<file path="src/rtl/aaf_pkg.sv">
`timescale 1ns / 1ps

package aaf_pkg;

    // Widths of the fixed-point datapath.
    localparam int WORD_W = 32;
    localparam int MAG_W  = 97;   // magnitude of one perpendicular component
    localparam int U_W    = 30;   // normalized component magnitude
    localparam int IDX_W  = 3;

    // Configuration register indexes.
    localparam logic [IDX_W-1:0] REG_AXIS_POINT_X = 3'd0;
    localparam logic [IDX_W-1:0] REG_AXIS_POINT_Y = 3'd1;
    localparam logic [IDX_W-1:0] REG_AXIS_POINT_Z = 3'd2;
    localparam logic [IDX_W-1:0] REG_AXIS_DIR_X   = 3'd3;
    localparam logic [IDX_W-1:0] REG_AXIS_DIR_Y   = 3'd4;
    localparam logic [IDX_W-1:0] REG_AXIS_DIR_Z   = 3'd5;
    localparam logic [IDX_W-1:0] REG_ACCEL_GAIN   = 3'd6;

    localparam logic [WORD_W-1:0] DIR_Z_RESET = 32'h0001_0000;

    typedef struct packed {
        logic signed [WORD_W-1:0] pos_x;
        logic signed [WORD_W-1:0] pos_y;
        logic signed [WORD_W-1:0] pos_z;
        logic        [WORD_W-1:0] mass;
    } particle_t;

    typedef struct packed {
        logic signed [WORD_W-1:0] force_x;
        logic signed [WORD_W-1:0] force_y;
        logic signed [WORD_W-1:0] force_z;
        logic                     on_axis;
    } force_t;

    typedef struct packed {
        logic signed [WORD_W-1:0] point_x;
        logic signed [WORD_W-1:0] point_y;
        logic signed [WORD_W-1:0] point_z;
        logic signed [WORD_W-1:0] dir_x;
        logic signed [WORD_W-1:0] dir_y;
        logic signed [WORD_W-1:0] dir_z;
        logic signed [WORD_W-1:0] gain;
    } axis_cfg_t;

    // One classified particle: perpendicular magnitudes, their signs, the
    // on-axis flag and the mass that still has to be applied.
    typedef struct packed {
        logic [2:0][MAG_W-1:0] mag;
        logic [2:0]            negw;
        logic                  on_axis;
        logic [WORD_W-1:0]     mass;
    } perp_t;

endpackage

</file>
<file path="src/rtl/aaf_fifo.sv">
`timescale 1ns / 1ps

// Short queue between the front and back pipelines.
module aaf_fifo #(
    parameter int DEPTH = 4
) (
    input  logic            clk,
    input  logic            rst_n,
    input  logic            push_valid,
    output logic            push_ready,
    input  aaf_pkg::perp_t  push_data,
    output logic            pop_valid,
    input  logic            pop_ready,
    output aaf_pkg::perp_t  pop_data
);

    localparam int PTR_W = (DEPTH > 1) ? $clog2(DEPTH) : 1;
    localparam int CNT_W = $clog2(DEPTH + 1);

    aaf_pkg::perp_t   mem [DEPTH];
    logic [PTR_W-1:0] wr_ptr_reg, wr_ptr_next;
    logic [PTR_W-1:0] rd_ptr_reg, rd_ptr_next;
    logic [CNT_W-1:0] count_reg, count_next;
    logic             push, pop;

    assign push_ready = count_reg != CNT_W'(DEPTH);
    assign pop_valid  = count_reg != '0;
    assign push       = push_valid && push_ready;
    assign pop        = pop_valid && pop_ready;
    assign pop_data   = mem[rd_ptr_reg];

    always_comb
    begin
        wr_ptr_next = wr_ptr_reg;
        rd_ptr_next = rd_ptr_reg;
        count_next  = count_reg;
        if (push)
        begin
            wr_ptr_next = (wr_ptr_reg == PTR_W'(DEPTH - 1)) ? '0 : wr_ptr_reg + 1'b1;
        end
        if (pop)
        begin
            rd_ptr_next = (rd_ptr_reg == PTR_W'(DEPTH - 1)) ? '0 : rd_ptr_reg + 1'b1;
        end
        if (push && !pop)
        begin
            count_next = count_reg + 1'b1;
        end
        else if (pop && !push)
        begin
            count_next = count_reg - 1'b1;
        end
    end

    always_ff @(posedge clk or negedge rst_n)
    begin
        if (!rst_n)
        begin
            wr_ptr_reg <= '0;
            rd_ptr_reg <= '0;
            count_reg  <= '0;
        end
        else
        begin
            wr_ptr_reg <= wr_ptr_next;
            rd_ptr_reg <= rd_ptr_next;
            count_reg  <= count_next;
        end
    end

    always_ff @(posedge clk)
    begin
        if (push)
        begin
            mem[wr_ptr_reg] <= push_data;
        end
    end

    a_count_bound: assert property (@(posedge clk) disable iff (!rst_n)
        count_reg <= CNT_W'(DEPTH))
        else $error("queue count above depth");

    a_count_up: assert property (@(posedge clk) disable iff (!rst_n)
        push && !pop |=> count_reg == CNT_W'($past(count_reg) + 1'b1))
        else $error("queue count did not rise on a push");

    a_count_down: assert property (@(posedge clk) disable iff (!rst_n)
        pop && !push |=> count_reg == CNT_W'($past(count_reg) - 1'b1))
        else $error("queue count did not fall on a pop");

endmodule

</file>
<file path="config.mk">
export PLATFORM = sky130hd
export DESIGN_NAME = aaf_fifo
export DESIGN_NICKNAME = d
export VERILOG_FILES = /design/src/rtl/aaf_pkg.sv /design/src/rtl/aaf_fifo.sv
export SDC_FILE = /design/constraint.sdc
export NUM_CORES = 1
export LEC_CHECK = 0
export ABC_AREA = 1
export BUFFER_PORTS_ARGS = -buffer_cell sky130_fd_sc_hd__buf_2
export CORE_ASPECT_RATIO = 1.75
export CORE_UTILIZATION = 40
export DETAILED_ROUTE_END_ITERATION = 10
export PLACE_DENSITY = 0.6
export RECOVER_POWER = 50
export SETUP_SLACK_MARGIN = 0.15
export SLEW_MARGIN = 20
export SYNTH_ARGS = -nofsm -noshare
export SYNTH_HDL_FRONTEND = slang
export SYNTH_SLANG_ARGS = --single-unit
</file>
<file path="constraint.sdc">
create_clock -name clk -period 21.1 [get_ports clk]
set_input_delay 2.11 -clock clk [delete_from_list [all_inputs] [get_ports clk]]
set_output_delay 2.11 -clock clk [all_outputs]
set_load 0.01 [all_outputs]
</file>
==> key figures <==
Finish
  – Post-Layout Cell Count: around 6,300
  – Layout Nets: 4,814
  – Area growth syn-to-layout: 14.4%
  – # fillers: between 10,000 and 15,000
  – Largest register FFs: around 1,300
  – Area of the multi-input gates: 0.00909 sq mm
  – Sequential cell area: 0.0395 sq mm
  – Core Util, Final: ~46%
  – Layout cells sized above 1: roughly an eighth

Place
  – Post-DP HPWL: ~72 mm
  – Pre-CTS setup slack: between 10 and 15 ns
  – DP Cell Count: 6,040
  – Number of port buffers: 659
  – Routability cong.: slightly below 0.8

Clocking
  – Clock tree sinks: between 1,000 and 1,500
  – CTS Buffer Depth: 3
  – Clock transition at path regs: roughly 0.060 ns
  – Clock latency at the later pin of the worst-skew pair: approximately 0.71 ns
  – Root buffer cell: clkbuf_16
  – Setup Fix Bufs, Post-CTS: 0
  – TritonCTS clock tree: done
  – TritonCTS Buffers: about 120
  – Hold Buf Count CTS: 0
  – H-tree lvl count: 3
  – Resized Gates After CTS: 0

Setup path
  – Worst-path fanout max: roughly 120
  – Startpoint types: input port
  – Worst Path Required: approximately 21 ns
  – Setup CP Type: in -> reg
  – Data arrival, critical path: roughly 11 ns
  – Critical Path End Type: flop

Die
  – Initial Util: 40.4%
  – Ports: between 600 and 700
  – Die width: about 280 um
  – Core area: about 0.13 sq mm
  – Std cell rows: about 180
  – Die ar.: 0.133 sq mm
  – Chip height: about 480 um

Power and ir drop
  – VDD IR-drop max: ~200 uV
  – Comb power frac: 33.2%
  – Clk network pwr share: approximately 25%
  – Sequential fraction of design power: between 40% and 50%
  – Cell Pwr Density: between 100 and 150 mW/mm^2
  – Sw power: between 3 and 4 mW
  – Static leakage: around 23 nW
  – Switch share: a little over a third
  – Int Pwr: 5.44 mW

Synthesis
  – Synth Register Bits: 1,315
  – Primary FF master, synth: edfxtp_1
  – Area fraction of the dominant cell type after synthesis: around 75%
  – Post-synthesis mux area share: 0%
  – Mapped Cells: a little under 4,000
  – Netlist cell types: 18
  – Post-synth top cells: 1,308 x edfxtp_1, 996 x nand2_1, 667 x inv_1
  – Xor and xnor area share after synthesis: less than 1%
  – Post-synth EDFFs: between 1,000 and 1,500
  – Simple-gate area share of the yosys netlist: 7.23%
  – Mapped cell area: about 0.053 sq mm
  – Most frequent cell after synthesis: edfxtp_1
  – Post-Synth Adder-Cell Area: less than 1%
  – Yosys warns: 0
  – Share of the yosys chip area belonging to registers: about three quarters
  – Leading area contributor after synthesis: edfxtp_1
  – Syn_area_per_cell: about 14 sq um
  – Synth Area in Compound Gates: under 10%
  – Post-Syn Nets: 4,213
  – Ys async rst share: 0.532%
  – Largest family of logic cells by synthesized area: compound AO/OA/AOI/OAI gates
  – Largest cells by area after synthesis: edfxtp_1 75%, o211ai_1 8.6%, nand2_1 7.1%

STA
  – Clock Skew: roughly 0.041 ns
  – Final hold violation count: 0
  – Setup ws final: ~11 ns
  – Slew @ Worst Pin: 8.60 ns
  – Period minus WS final: roughly 10 ns
  – Worst slew margin: -473%
  – Achievable Freq: approximately 96 MHz
  – Slew Limit Fails: about 230
  – RSZ-0062 raised after global routing: no
  – Fin Setup TNS: 0 ns
  – Final setup fails: 0
  – Fin crit share: around half

Routing
  – Vias/cell: ~4.9
  – DR DRC count: 0
  – Total number of vias: between 30,000 and 40,000
  – Antenna Nets Post-Route: 0
  – WL per Instance: 18.6 um
  – 1st-iter DRT viols: about 1,600
  – Drt first pass iters: 5
  – WL final: roughly 120 mm

Outcome
  – Failing checks: capacitance limit, slew limit
  – Status: complete, but fails checks

Run
  – Max_cap viols: 4

Global route
  – Global Route Usage Sum: between 10% and 20%
  – First-pass GRT wire length: about 180 mm
  – Antenna violations before repair: 37
  – Vias in the first global route: around 30,000
  – Grt ovf: 0
  – Largest net degree at the start of global routing: around 120

Min path
  – HP Class: reg -> reg
[stage by stage]
stage / total power, mW / area, sq um / hold slack [ns]
after floorplan: 5.75 / 52600 / 0.463
after global placement: 6.46 / 56800 / 0.482
after detailed placement: 6.50 / 56800 / 0.495
after CTS: 8.58 / 60600 / 0.509
after global routing: 8.96 / 60100 / 0.540
final: 8.46 / 60100 / 0.506
[layer usage]
| layer | global-route usage, % | wire length [um] | up-vias |
|---|---|---|---|
| li1 | - | - | 14744 |
| met1 | 20.4 | 46100 | 14923 |
| met2 | 29.4 | 56800 | 761 |
| met3 | 6.03 | 9840 | 212 |
| met4 | 6.27 | 3280 | 48 |
| met5 | 0 | 322 | - |
[cell usage in the layout, fill, tap and decap left out, types with 2 or more instances in the layout]
| master | instances |
|---|---|
| diode_2 | 14 |
| dfrtp_4 | 2 |
| o211ai_1 | 604 |
| nor2_1 | 4 |
| buf_2 | 329 |
| clkinv_2 | 24 |
| inv_6 | 5 |
| dfrtp_1 | 5 |
| clkbuf_16 | 116 |
| ha_1 | 6 |
| buf_4 | 41 |
| bufinv_16 | 11 |
| nor2_4 | 2 |
| nand3_1 | 7 |
| inv_8 | 2 |
| clkinv_1 | 25 |
| clkbuf_1 | 355 |
| nand2_1 | 996 |
| o211ai_2 | 50 |
| clkinvlp_4 | 4 |
| clkinv_16 | 2 |
| inv_1 | 667 |
| edfxtp_1 | 1308 |
[cells by family after synthesis]
family	after synthesis
xor+xnor	1
compound gates	655
simple gates	1010
flops	1315
buf+inv	887
fa+ha+maj	7
[final cells by class]
cell class | instances | area share, %
repair buffers | 703 | 5.35
multi-input cells | 1673 | 15.1
inverters | 668 | 4.18
clock inverters | 75 | 1.22
diodes | 14 | 0.0582
well taps | 1681 | 3.50
flip-flops and latches | 1315 | 65.6
clock buffers | 139 | 4.97
[path summary, 6_finish.rpt]
check                             startpoint       endpoint  slack [ns]  cells past startpoint
min in group asynchronous              rst_n   count_reg[1]        1.34                      1
worst max-delay path              push_valid    mem[3][118]       10.64                      6
worst min register to register  count_reg[2]   count_reg[2]        0.51                      2
worst max register to register  count_reg[0]    mem[3][118]       11.46                      7
max in group asynchronous              rst_n  rd_ptr_reg[0]       19.35                      1
worst min-delay path            count_reg[2]   count_reg[2]        0.51                      2
[power groups by stage]
stage	combinational (mW)	sequential [mW]	clock [mW]
2_1_floorplan	1.89	3.85	0
3_3_place_gp	2.85	3.61	0
3_5_place_dp	2.87	3.63	0
4_1_cts	2.88	3.57	2.13
5_1_grt	3.12	3.62	2.22
6_report	2.81	3.58	2.07
[critical path: stages]
cell and delay, ns:
clkbuf_1 0.13, nand2_1 0.24, nor2_4 0.14, clkbuf_1 5.94, buf_4 1.20, buf_4 0.83
No activity file was read; power rests on OpenSTA's default activity.
